<file path="src/design/ohlc_pkg.sv">
// Package for the multichannel OHLC tracker.
// Holds the channel count, field widths, the reset bar width and the shared value types.
// No dependencies.
package ohlc_pkg;

    localparam int CHANNELS = 7;
    localparam int SAMPLE_W = 16;
    localparam int POS_W = 8;
    localparam int CH_W = 3;
    localparam int BAR_W = 8;
    localparam logic [BAR_W-1:0] BAR_WIDTH_RESET = 8'd50;

    typedef logic signed [SAMPLE_W-1:0] t_sample;

    typedef struct packed {
        t_sample open_value;
        t_sample high_value;
        t_sample low_value;
        t_sample close_value;
    } t_ohlc;

    typedef struct packed {
        logic [POS_W-1:0] open_pos;
        logic [POS_W-1:0] high_pos;
        logic [POS_W-1:0] low_pos;
        logic [POS_W-1:0] close_pos;
    } t_pos;

endpackage

</file>
<file path="src/design/ohlc_frame_if.sv">
// Input channel of the OHLC tracker: one sensor frame per item.
// Depends on ohlc_pkg for the sample type.
interface ohlc_frame_if;
    import ohlc_pkg::*;

    logic    valid;
    logic    ready;
    t_sample sample_0;
    t_sample sample_1;
    t_sample sample_2;
    t_sample sample_3;
    t_sample sample_4;
    t_sample sample_5;
    t_sample sample_6;
    logic    opens_run;
    logic    closes_run;

    modport source (
        output valid, sample_0, sample_1, sample_2, sample_3, sample_4, sample_5, sample_6,
        output opens_run, closes_run,
        input  ready
    );
    modport sink (
        input  valid, sample_0, sample_1, sample_2, sample_3, sample_4, sample_5, sample_6,
        input  opens_run, closes_run,
        output ready
    );
endinterface

</file>
<file path="src/design/ohlc_cfg_if.sv">
// Configuration write channel of the OHLC tracker, carrying the bar width.
// Depends on ohlc_pkg for the register width.
interface ohlc_cfg_if;
    import ohlc_pkg::*;

    logic             valid;
    logic             ready;
    logic [BAR_W-1:0] bar_width;

    modport source (output valid, bar_width, input ready);
    modport sink (input valid, bar_width, output ready);
endinterface

</file>
<file path="src/design/ohlc_result_if.sv">
// Result channel of the OHLC tracker: one channel summary per item.
// Depends on ohlc_pkg for the value and position widths.
interface ohlc_result_if;
    import ohlc_pkg::*;

    logic             valid;
    logic             ready;
    logic [CH_W-1:0]  channel;
    t_sample          open_value;
    t_sample          high_value;
    t_sample          low_value;
    t_sample          close_value;
    logic [POS_W-1:0] open_pos;
    logic [POS_W-1:0] high_pos;
    logic [POS_W-1:0] low_pos;
    logic [POS_W-1:0] close_pos;
    logic             last_of_run;

    modport source (
        output valid, channel, open_value, high_value, low_value, close_value,
        output open_pos, high_pos, low_pos, close_pos, last_of_run,
        input  ready
    );
    modport sink (
        input  valid, channel, open_value, high_value, low_value, close_value,
        input  open_pos, high_pos, low_pos, close_pos, last_of_run,
        output ready
    );
endinterface

</file>
<file path="src/design/multichannel_ohlc_tracker.sv">
// Multichannel OHLC tracker: per-channel open, high, low and close over runs of frames.
// Frames that do not close a run are accepted every cycle; a closing frame is taken once the
// previous run's results have left the snapshot buffer, and its seven results follow in channel
// order from a registered output stage, each held while the result channel is not ready.
// Reset clears the per-channel running state to zero, empties the snapshot buffer and sets the bar width to 50.
// Depends on ohlc_pkg, the three channel interfaces, ohlc_chan_update and ohlc_result_fmt.
module multichannel_ohlc_tracker (
    input  logic           i_clk,
    input  logic           i_rst_n,
    ohlc_frame_if.sink     i_frame,
    ohlc_cfg_if.sink       i_cfg,
    ohlc_result_if.source  o_result
);
    import ohlc_pkg::*;

    localparam logic [CH_W-1:0] LAST_CH = CH_W'(CHANNELS - 1);

    logic [BAR_W-1:0] r_bar_width;
    t_ohlc            r_state [CHANNELS];
    t_ohlc            n_state [CHANNELS];
    t_ohlc            r_snap  [CHANNELS];
    t_sample          smp     [CHANNELS];
    logic             r_busy;
    logic [CH_W-1:0]  r_idx;
    logic             r_out_valid;
    logic [CH_W-1:0]  r_out_ch;
    t_ohlc            r_out_vals;
    t_pos             r_out_pos;
    logic             r_out_last;
    t_pos             fmt_pos;
    logic             frame_acc;
    logic             snap_load;
    logic             out_load;
    logic             drain_last;

    assign smp[0] = i_frame.sample_0;
    assign smp[1] = i_frame.sample_1;
    assign smp[2] = i_frame.sample_2;
    assign smp[3] = i_frame.sample_3;
    assign smp[4] = i_frame.sample_4;
    assign smp[5] = i_frame.sample_5;
    assign smp[6] = i_frame.sample_6;

    assign i_cfg.ready = 1'b1;

    always_ff @(posedge i_clk) begin
        if (!i_rst_n) begin
            r_bar_width <= BAR_WIDTH_RESET;
        end else if (i_cfg.valid) begin
            r_bar_width <= i_cfg.bar_width;
        end
    end

    for (genvar c = 0; c < CHANNELS; c++) begin : g_chan
        ohlc_chan_update u_update (
            .i_sample (smp[c]),
            .i_opens  (i_frame.opens_run),
            .i_closes (i_frame.closes_run),
            .i_cur    (r_state[c]),
            .o_next   (n_state[c])
        );
    end

    assign out_load   = r_busy && (!r_out_valid || o_result.ready);
    assign drain_last = out_load && (r_idx == LAST_CH);
    assign i_frame.ready = !i_frame.closes_run || !r_busy || drain_last;
    assign frame_acc  = i_frame.valid && i_frame.ready;
    assign snap_load  = frame_acc && i_frame.closes_run;

    always_ff @(posedge i_clk) begin
        if (!i_rst_n) begin
            for (int c = 0; c < CHANNELS; c++) begin
                r_state[c] <= '0;
            end
        end else if (frame_acc) begin
            r_state <= n_state;
        end
    end

    always_ff @(posedge i_clk) begin
        if (snap_load) begin
            r_snap <= n_state;
        end
    end

    always_ff @(posedge i_clk) begin
        if (!i_rst_n) begin
            r_busy <= 1'b0;
            r_idx  <= '0;
        end else if (snap_load) begin
            r_busy <= 1'b1;
            r_idx  <= '0;
        end else if (out_load) begin
            r_busy <= (r_idx != LAST_CH);
            r_idx  <= r_idx + 1'b1;
        end
    end

    ohlc_result_fmt u_fmt (
        .i_vals      (r_snap[r_idx]),
        .i_bar_width (r_bar_width),
        .o_pos       (fmt_pos)
    );

    always_ff @(posedge i_clk) begin
        if (!i_rst_n) begin
            r_out_valid <= 1'b0;
        end else if (out_load) begin
            r_out_valid <= 1'b1;
        end else if (o_result.ready) begin
            r_out_valid <= 1'b0;
        end
    end

    always_ff @(posedge i_clk) begin
        if (out_load) begin
            r_out_ch   <= r_idx;
            r_out_vals <= r_snap[r_idx];
            r_out_pos  <= fmt_pos;
            r_out_last <= (r_idx == LAST_CH);
        end
    end

    assign o_result.valid       = r_out_valid;
    assign o_result.channel     = r_out_ch;
    assign o_result.open_value  = r_out_vals.open_value;
    assign o_result.high_value  = r_out_vals.high_value;
    assign o_result.low_value   = r_out_vals.low_value;
    assign o_result.close_value = r_out_vals.close_value;
    assign o_result.open_pos    = r_out_pos.open_pos;
    assign o_result.high_pos    = r_out_pos.high_pos;
    assign o_result.low_pos     = r_out_pos.low_pos;
    assign o_result.close_pos   = r_out_pos.close_pos;
    assign o_result.last_of_run = r_out_last;

    a_idx_range: assert property (@(posedge i_clk) disable iff (!i_rst_n)
        r_busy |-> (r_idx <= LAST_CH))
        else $error("result index beyond the last channel");

    a_snap_free: assert property (@(posedge i_clk) disable iff (!i_rst_n)
        snap_load |-> (!r_busy || drain_last))
        else $error("closing frame taken while the snapshot buffer is still draining");

    a_channel_order: assert property (@(posedge i_clk) disable iff (!i_rst_n)
        out_load |=> (o_result.valid && o_result.channel == $past(r_idx)))
        else $error("result channel does not follow the drain index");

    a_last_flag: assert property (@(posedge i_clk) disable iff (!i_rst_n)
        o_result.valid |-> (o_result.last_of_run == (o_result.channel == LAST_CH)))
        else $error("last-of-run flag on the wrong channel");

    a_drain_ends: assert property (@(posedge i_clk) disable iff (!i_rst_n)
        (drain_last && !snap_load) |=> !r_busy)
        else $error("snapshot buffer still busy after its last result");
endmodule

</file>
<file path="src/design/ohlc_chan_update.sv">
// Next open, high, low and close values of one channel for one frame.
// Depends on ohlc_pkg; purely combinational.
module ohlc_chan_update (
    input  ohlc_pkg::t_sample i_sample,
    input  logic              i_opens,
    input  logic              i_closes,
    input  ohlc_pkg::t_ohlc   i_cur,
    output ohlc_pkg::t_ohlc   o_next
);
    import ohlc_pkg::*;

    t_ohlc base;

    always_comb begin
        if (i_opens) begin
            base = '{i_sample, i_sample, i_sample, i_sample};
        end else begin
            base = i_cur;
        end
        o_next = base;
        if (i_sample > base.high_value) begin
            o_next.high_value = i_sample;
        end
        if (i_sample < base.low_value) begin
            o_next.low_value = i_sample;
        end
        if (i_closes) begin
            o_next.close_value = i_sample;
        end
    end
endmodule

</file>
<file path="src/design/ohlc_result_fmt.sv">
// Bar positions ((v + 32768) * width) >> 16 for the four values of one channel.
// Depends on ohlc_pkg; purely combinational, four narrow multipliers.
module ohlc_result_fmt (
    input  ohlc_pkg::t_ohlc              i_vals,
    input  logic [ohlc_pkg::BAR_W-1:0]   i_bar_width,
    output ohlc_pkg::t_pos               o_pos
);
    import ohlc_pkg::*;

    localparam int PROD_W = SAMPLE_W + BAR_W;

    function automatic logic [POS_W-1:0] bar_pos(input t_sample v, input logic [BAR_W-1:0] w);
        logic [SAMPLE_W-1:0] biased;
        logic [PROD_W-1:0]   prod;
        biased = {~v[SAMPLE_W-1], v[SAMPLE_W-2:0]};
        prod = PROD_W'(biased) * PROD_W'(w);
        return prod[PROD_W-1 -: POS_W];
    endfunction

    assign o_pos.open_pos  = bar_pos(i_vals.open_value, i_bar_width);
    assign o_pos.high_pos  = bar_pos(i_vals.high_value, i_bar_width);
    assign o_pos.low_pos   = bar_pos(i_vals.low_value, i_bar_width);
    assign o_pos.close_pos = bar_pos(i_vals.close_value, i_bar_width);
endmodule
</file>
<file path="src/flat_wrapper.sv">
// flat-port wrapper written by rule: the top's interface ports become plain ports
module multichannel_ohlc_tracker_flat import ohlc_pkg::*;
  (i_clk, i_rst_n, i_frame_valid, i_frame_sample_0, i_frame_sample_1, i_frame_sample_2, i_frame_sample_3, i_frame_sample_4, i_frame_sample_5, i_frame_sample_6, i_frame_opens_run, i_frame_closes_run, i_frame_ready, i_cfg_valid, i_cfg_bar_width, i_cfg_ready, o_result_valid, o_result_channel, o_result_open_value, o_result_high_value, o_result_low_value, o_result_close_value, o_result_open_pos, o_result_high_pos, o_result_low_pos, o_result_close_pos, o_result_last_of_run, o_result_ready);
  ohlc_frame_if i_frame_i ();
  ohlc_cfg_if i_cfg_i ();
  ohlc_result_if o_result_i ();
  input  logic i_clk;
  input  logic i_rst_n;
  input wire logic [$bits(i_frame_i.valid)-1:0] i_frame_valid;
  input wire logic [$bits(i_frame_i.sample_0)-1:0] i_frame_sample_0;
  input wire logic [$bits(i_frame_i.sample_1)-1:0] i_frame_sample_1;
  input wire logic [$bits(i_frame_i.sample_2)-1:0] i_frame_sample_2;
  input wire logic [$bits(i_frame_i.sample_3)-1:0] i_frame_sample_3;
  input wire logic [$bits(i_frame_i.sample_4)-1:0] i_frame_sample_4;
  input wire logic [$bits(i_frame_i.sample_5)-1:0] i_frame_sample_5;
  input wire logic [$bits(i_frame_i.sample_6)-1:0] i_frame_sample_6;
  input wire logic [$bits(i_frame_i.opens_run)-1:0] i_frame_opens_run;
  input wire logic [$bits(i_frame_i.closes_run)-1:0] i_frame_closes_run;
  output wire logic [$bits(i_frame_i.ready)-1:0] i_frame_ready;
  input wire logic [$bits(i_cfg_i.valid)-1:0] i_cfg_valid;
  input wire logic [$bits(i_cfg_i.bar_width)-1:0] i_cfg_bar_width;
  output wire logic [$bits(i_cfg_i.ready)-1:0] i_cfg_ready;
  output wire logic [$bits(o_result_i.valid)-1:0] o_result_valid;
  output wire logic [$bits(o_result_i.channel)-1:0] o_result_channel;
  output wire logic [$bits(o_result_i.open_value)-1:0] o_result_open_value;
  output wire logic [$bits(o_result_i.high_value)-1:0] o_result_high_value;
  output wire logic [$bits(o_result_i.low_value)-1:0] o_result_low_value;
  output wire logic [$bits(o_result_i.close_value)-1:0] o_result_close_value;
  output wire logic [$bits(o_result_i.open_pos)-1:0] o_result_open_pos;
  output wire logic [$bits(o_result_i.high_pos)-1:0] o_result_high_pos;
  output wire logic [$bits(o_result_i.low_pos)-1:0] o_result_low_pos;
  output wire logic [$bits(o_result_i.close_pos)-1:0] o_result_close_pos;
  output wire logic [$bits(o_result_i.last_of_run)-1:0] o_result_last_of_run;
  input wire logic [$bits(o_result_i.ready)-1:0] o_result_ready;
  assign i_frame_i.valid = i_frame_valid;
  assign i_frame_i.sample_0 = i_frame_sample_0;
  assign i_frame_i.sample_1 = i_frame_sample_1;
  assign i_frame_i.sample_2 = i_frame_sample_2;
  assign i_frame_i.sample_3 = i_frame_sample_3;
  assign i_frame_i.sample_4 = i_frame_sample_4;
  assign i_frame_i.sample_5 = i_frame_sample_5;
  assign i_frame_i.sample_6 = i_frame_sample_6;
  assign i_frame_i.opens_run = i_frame_opens_run;
  assign i_frame_i.closes_run = i_frame_closes_run;
  assign i_frame_ready = i_frame_i.ready;
  assign i_cfg_i.valid = i_cfg_valid;
  assign i_cfg_i.bar_width = i_cfg_bar_width;
  assign i_cfg_ready = i_cfg_i.ready;
  assign o_result_valid = o_result_i.valid;
  assign o_result_channel = o_result_i.channel;
  assign o_result_open_value = o_result_i.open_value;
  assign o_result_high_value = o_result_i.high_value;
  assign o_result_low_value = o_result_i.low_value;
  assign o_result_close_value = o_result_i.close_value;
  assign o_result_open_pos = o_result_i.open_pos;
  assign o_result_high_pos = o_result_i.high_pos;
  assign o_result_low_pos = o_result_i.low_pos;
  assign o_result_close_pos = o_result_i.close_pos;
  assign o_result_last_of_run = o_result_i.last_of_run;
  assign o_result_i.ready = o_result_ready;
  multichannel_ohlc_tracker u_core (.i_clk(i_clk), .i_rst_n(i_rst_n), .i_frame(i_frame_i), .i_cfg(i_cfg_i), .o_result(o_result_i));
endmodule
</file>
<file path="config.mk">
export PLATFORM = sky130hd
export DESIGN_NAME = multichannel_ohlc_tracker_flat
export DESIGN_NICKNAME = d
export VERILOG_FILES = /design/src/design/ohlc_pkg.sv /design/src/design/ohlc_frame_if.sv /design/src/design/ohlc_cfg_if.sv /design/src/design/ohlc_result_if.sv /design/src/design/multichannel_ohlc_tracker.sv /design/src/design/ohlc_chan_update.sv /design/src/design/ohlc_result_fmt.sv /design/src/flat_wrapper.sv
export SDC_FILE = /design/constraint.sdc
export NUM_CORES = 2
export LEC_CHECK = 0
export BUFFER_PORTS_ARGS = -buffer_cell sky130_fd_sc_hd__buf_2
export CORE_ASPECT_RATIO = 1.25
export CORE_MARGIN = 2
export CORE_UTILIZATION = 52
export CTS_CLUSTER_DIAMETER = 40
export DETAILED_ROUTE_END_ITERATION = 8
export GPL_ROUTABILITY_DRIVEN = 0
export GPL_TIMING_DRIVEN = 0
export PLACE_DENSITY_LB_ADDON = 0.15
export SYNTH_ARGS = -nofsm -noshare
export SYNTH_HDL_FRONTEND = slang
export SYNTH_SLANG_ARGS = --single-unit
</file>
<file path="constraint.sdc">
create_clock -name i_clk -period 25.1 [get_ports i_clk]
set_clock_uncertainty 0.1 [all_clocks]
set_input_delay 2.51 -clock i_clk [delete_from_list [all_inputs] [get_ports i_clk]]
set_output_delay 2.51 -clock i_clk [all_outputs]
set_load 0.005 [all_outputs]
</file>
==> run metrics <==
status completed; metal3 WL 28020 um; asr flop ratio synth 0; CP Capture Type flip-flop; Syn Inst Count 6629; die height 400.7 um; Initial DRC Count 7076; FF/Latch Area 25680 um^2; hold path startpoint u_core.r_state[126]; RSZ-0062 raised after global routing false; Final min period 9.384 ns; Crit. Startpoint u_core.r_idx[1]; Mean Syn Cell Area 9.875 um^2; core area 125000 um^2; XOR/XNOR Fraction of Synth Area 0.004683; post-synthesis mux area share 0.08112; CTS root buf clkbuf_16; CTS H-tree depth 4; area leader, netlist edfxtp_1; power density cells 83.02 nW/um^2; ratio of cells with drive above 1 in the final layout 0.1029; IO buf count 226; Worst-path clk slew 0.06 ns; Pins Over Slew Limit 0; setup violators final 0; largest net degree at the start of global routing 70; Yosys reg bits 1009; Post-Route Setup TNS 0 ns; highest metal used met5; CTS tree yes; Worst Tran Pin Value 1.479 ns; final hold violations 0; synthesized-area fraction occupied by adder cells 0.1747; Post-Synthesis Net Count 7471; Rel. slew slack 0.01412; area of the multi-input gates 35620 um^2; cell area after synthesis 65460 um^2; initial antenna violation count 30; CTS resizes 0; Starting Density 0.5237; vias in the first global route 52535; Leak 30.59 nW; DIE WIDTH 321.3 um; Synth area leaders edfxtp_1 (25%), dfxtp_1 (14%), fa_1 (10%); sequential share of the synthesized area 0.3924; Critical Path Source Type flip-flop; simple-gate share of the synthesized area 0.1527; compound-gate portion of the synthesized area 0.1307; CP max FO 10; kind of critical path reg2reg; max_cap viols 0; WL met1 89540 um; DRT Pass-1 Iters 8; post-route ant nets 0; Fillers 10749; Yosys top cell area share 0.2514; total power 6.140 mW; Clock Path Buffers 3; WL met2 110000 um; top cells by count, synth nand2_1 (813), inv_1 (647), edfxtp_1 (548); total CTS buffers 139; reg2reg start u_core.r_idx[1]; Setup Buffers After CTS 0; die footprint 128800 um^2; critical path arrival 9.82 ns; crit share post-route 0.3739; most frequent cell after synthesis nand2_1; Min-Delay Path Class reg2reg; ys flop type edfxtp_1; first-pass GRT wire length 359000 um; WP data required 25.53 ns; Cell variety after synth 80; gr usage total 0.3884; DR vias 54514; remaining global-route overflow 0; Clock Latency Late Sink 0.81 ns; YS warnings 0; post-layout util 0.5917; Cell Rows 145; area grow syn2layout 12.98%; largest family of logic cells by synthesized area adder cells; DR vias/cell 6.224; drt wl/cell 28.69 um; Clock Sinks 1009; number of flops mapped to enable cells by yosys 548; Total Routed Length 251300 um; DP HPWL 194500 um; io pins 230; Max IR drop VDD 0.00005952 V; Nets 7849; CTS hold repair buffers 0; drt drc 0; FMAX 106.6 MHz
worst paths after layout:
| check | end | slack (ns) | cells past startpoint |
|---|---|---|---|
| max reg2reg | u_core.o_result.high_pos[7] | 15.72 | 25 |
| max | u_core.o_result.high_pos[7] | 15.72 | 25 |
| min reg2reg | u_core.r_state[126] | 0.35 | 2 |
| min | u_core.r_state[126] | 0.35 | 2 |
sequential cells by signal (all words and copies together) (netlist names):
signal,count
u_core.r_snap,448
u_core.r_state,448
u_core.o_result.close_value,16
u_core.o_result.high_value,16
u_core.o_result.low_value,16
u_core.o_result.open_value,16
u_core.o_result.close_pos,8
u_core.o_result.high_pos,8
u_core.o_result.low_pos,8
u_core.o_result.open_pos,8
u_core.r_bar_width,8
u_core.o_result.channel,3
u_core.r_idx,3
u_core.o_result.last_of_run,1
u_core.o_result.valid,1
u_core.r_busy,1
cell families after synthesis:
kind of cell | after synthesis
xor+xnor | 35
other cells | 1
fa+ha+maj | 715
compound gates | 1285
buf+inv | 1083
simple gates | 2069
mux | 432
flops | 1009
critical path: stages (launching register included):
cell       delay (ns)
dfxtp_1          0.41
buf_6            0.18
buf_4            0.25
buf_6            0.23
clkbuf_1         0.65
buf_1            0.86
mux4_2           0.51
o21ai_1          0.71
nor2b_1          0.16
fa_1             0.56
inv_1            0.05
fa_1             0.53
inv_1            0.06
fa_1             0.49
inv_1            0.05
fa_1             0.48
inv_1            0.04
ha_1             0.26
nand3_1          0.27
nor4_1           0.39
a32oi_1          0.37
a2111oi_1        0.83
o41a_1           0.27
a21oi_1          0.12
o21bai_1         0.16
xnor2_1          0.08
routing by layer:
| layer | vias to the layer above | track usage |
|---|---|---|
| met5 | - | 0 |
| met4 | 26 | 0.3076 |
| met3 | 880 | 0.1088 |
| met2 | 3388 | 0.5837 |
| met1 | 26589 | 0.4680 |
| li1 | 23631 | - |
where the power goes:
group          internal (mW)  switching (mW)
clock network           1.28           0.847
registers               1.94          0.0713
logic                  0.758            1.25
total                   3.97            2.17
cell usage in the layout (no fill, tap or decap), types with 51 or more instances in the layout:
cell       instances
nor2b_1          400
a31oi_1           98
a21boi_0         275
nor2_1           350
dfxtp_1          461
inv_1            647
clkbuf_1         359
buf_2            255
a21oi_1          161
nand3_1          154
ha_1             383
nand2_1          813
mux4_2            64
nor3b_1           93
o211ai_1          78
fa_1             332
o21ai_0          267
and2_1            82
mux2i_1          229
a221o_1           51
edfxtp_1         548
and3_1            59
clkbuf_16        146
o21ai_1          100
mux2_2            97
a21o_1            58
stage by stage:
| step | hold WS (ns) | cells | worst slack [ns] | area [um^2] |
|---|---|---|---|---|
| 6_report | 0.3500 | 8759 | 15.72 | 73960 |
| 5_1_grt | 0.3640 | 8745 | 15.45 | 73920 |
| 4_1_cts | 0.3515 | 8740 | 15.96 | 73880 |
| 3_5_place_dp | 0.3447 | 8482 | 15.53 | 68870 |
| 3_3_place_gp | 0.3394 | 8472 | 5.817 | 68610 |
| 2_1_floorplan | 0.3320 | 6629 | 10.81 | 65460 |
final cells by class:
| type | instances | share of cell area |
|---|---|---|
| multi-input combinational | 4537 | 0.4816 |
| sequential | 1009 | 0.3473 |
| clock buffer | 163 | 0.05148 |
| inverter | 668 | 0.03390 |
| tap | 1617 | 0.02736 |
| buffer | 415 | 0.02248 |
| timing repair buffer | 237 | 0.01902 |
| clock inverter | 95 | 0.01626 |
| antenna | 18 | 0.0006090 |
Note: power is estimated with default switching activity, not from simulation.
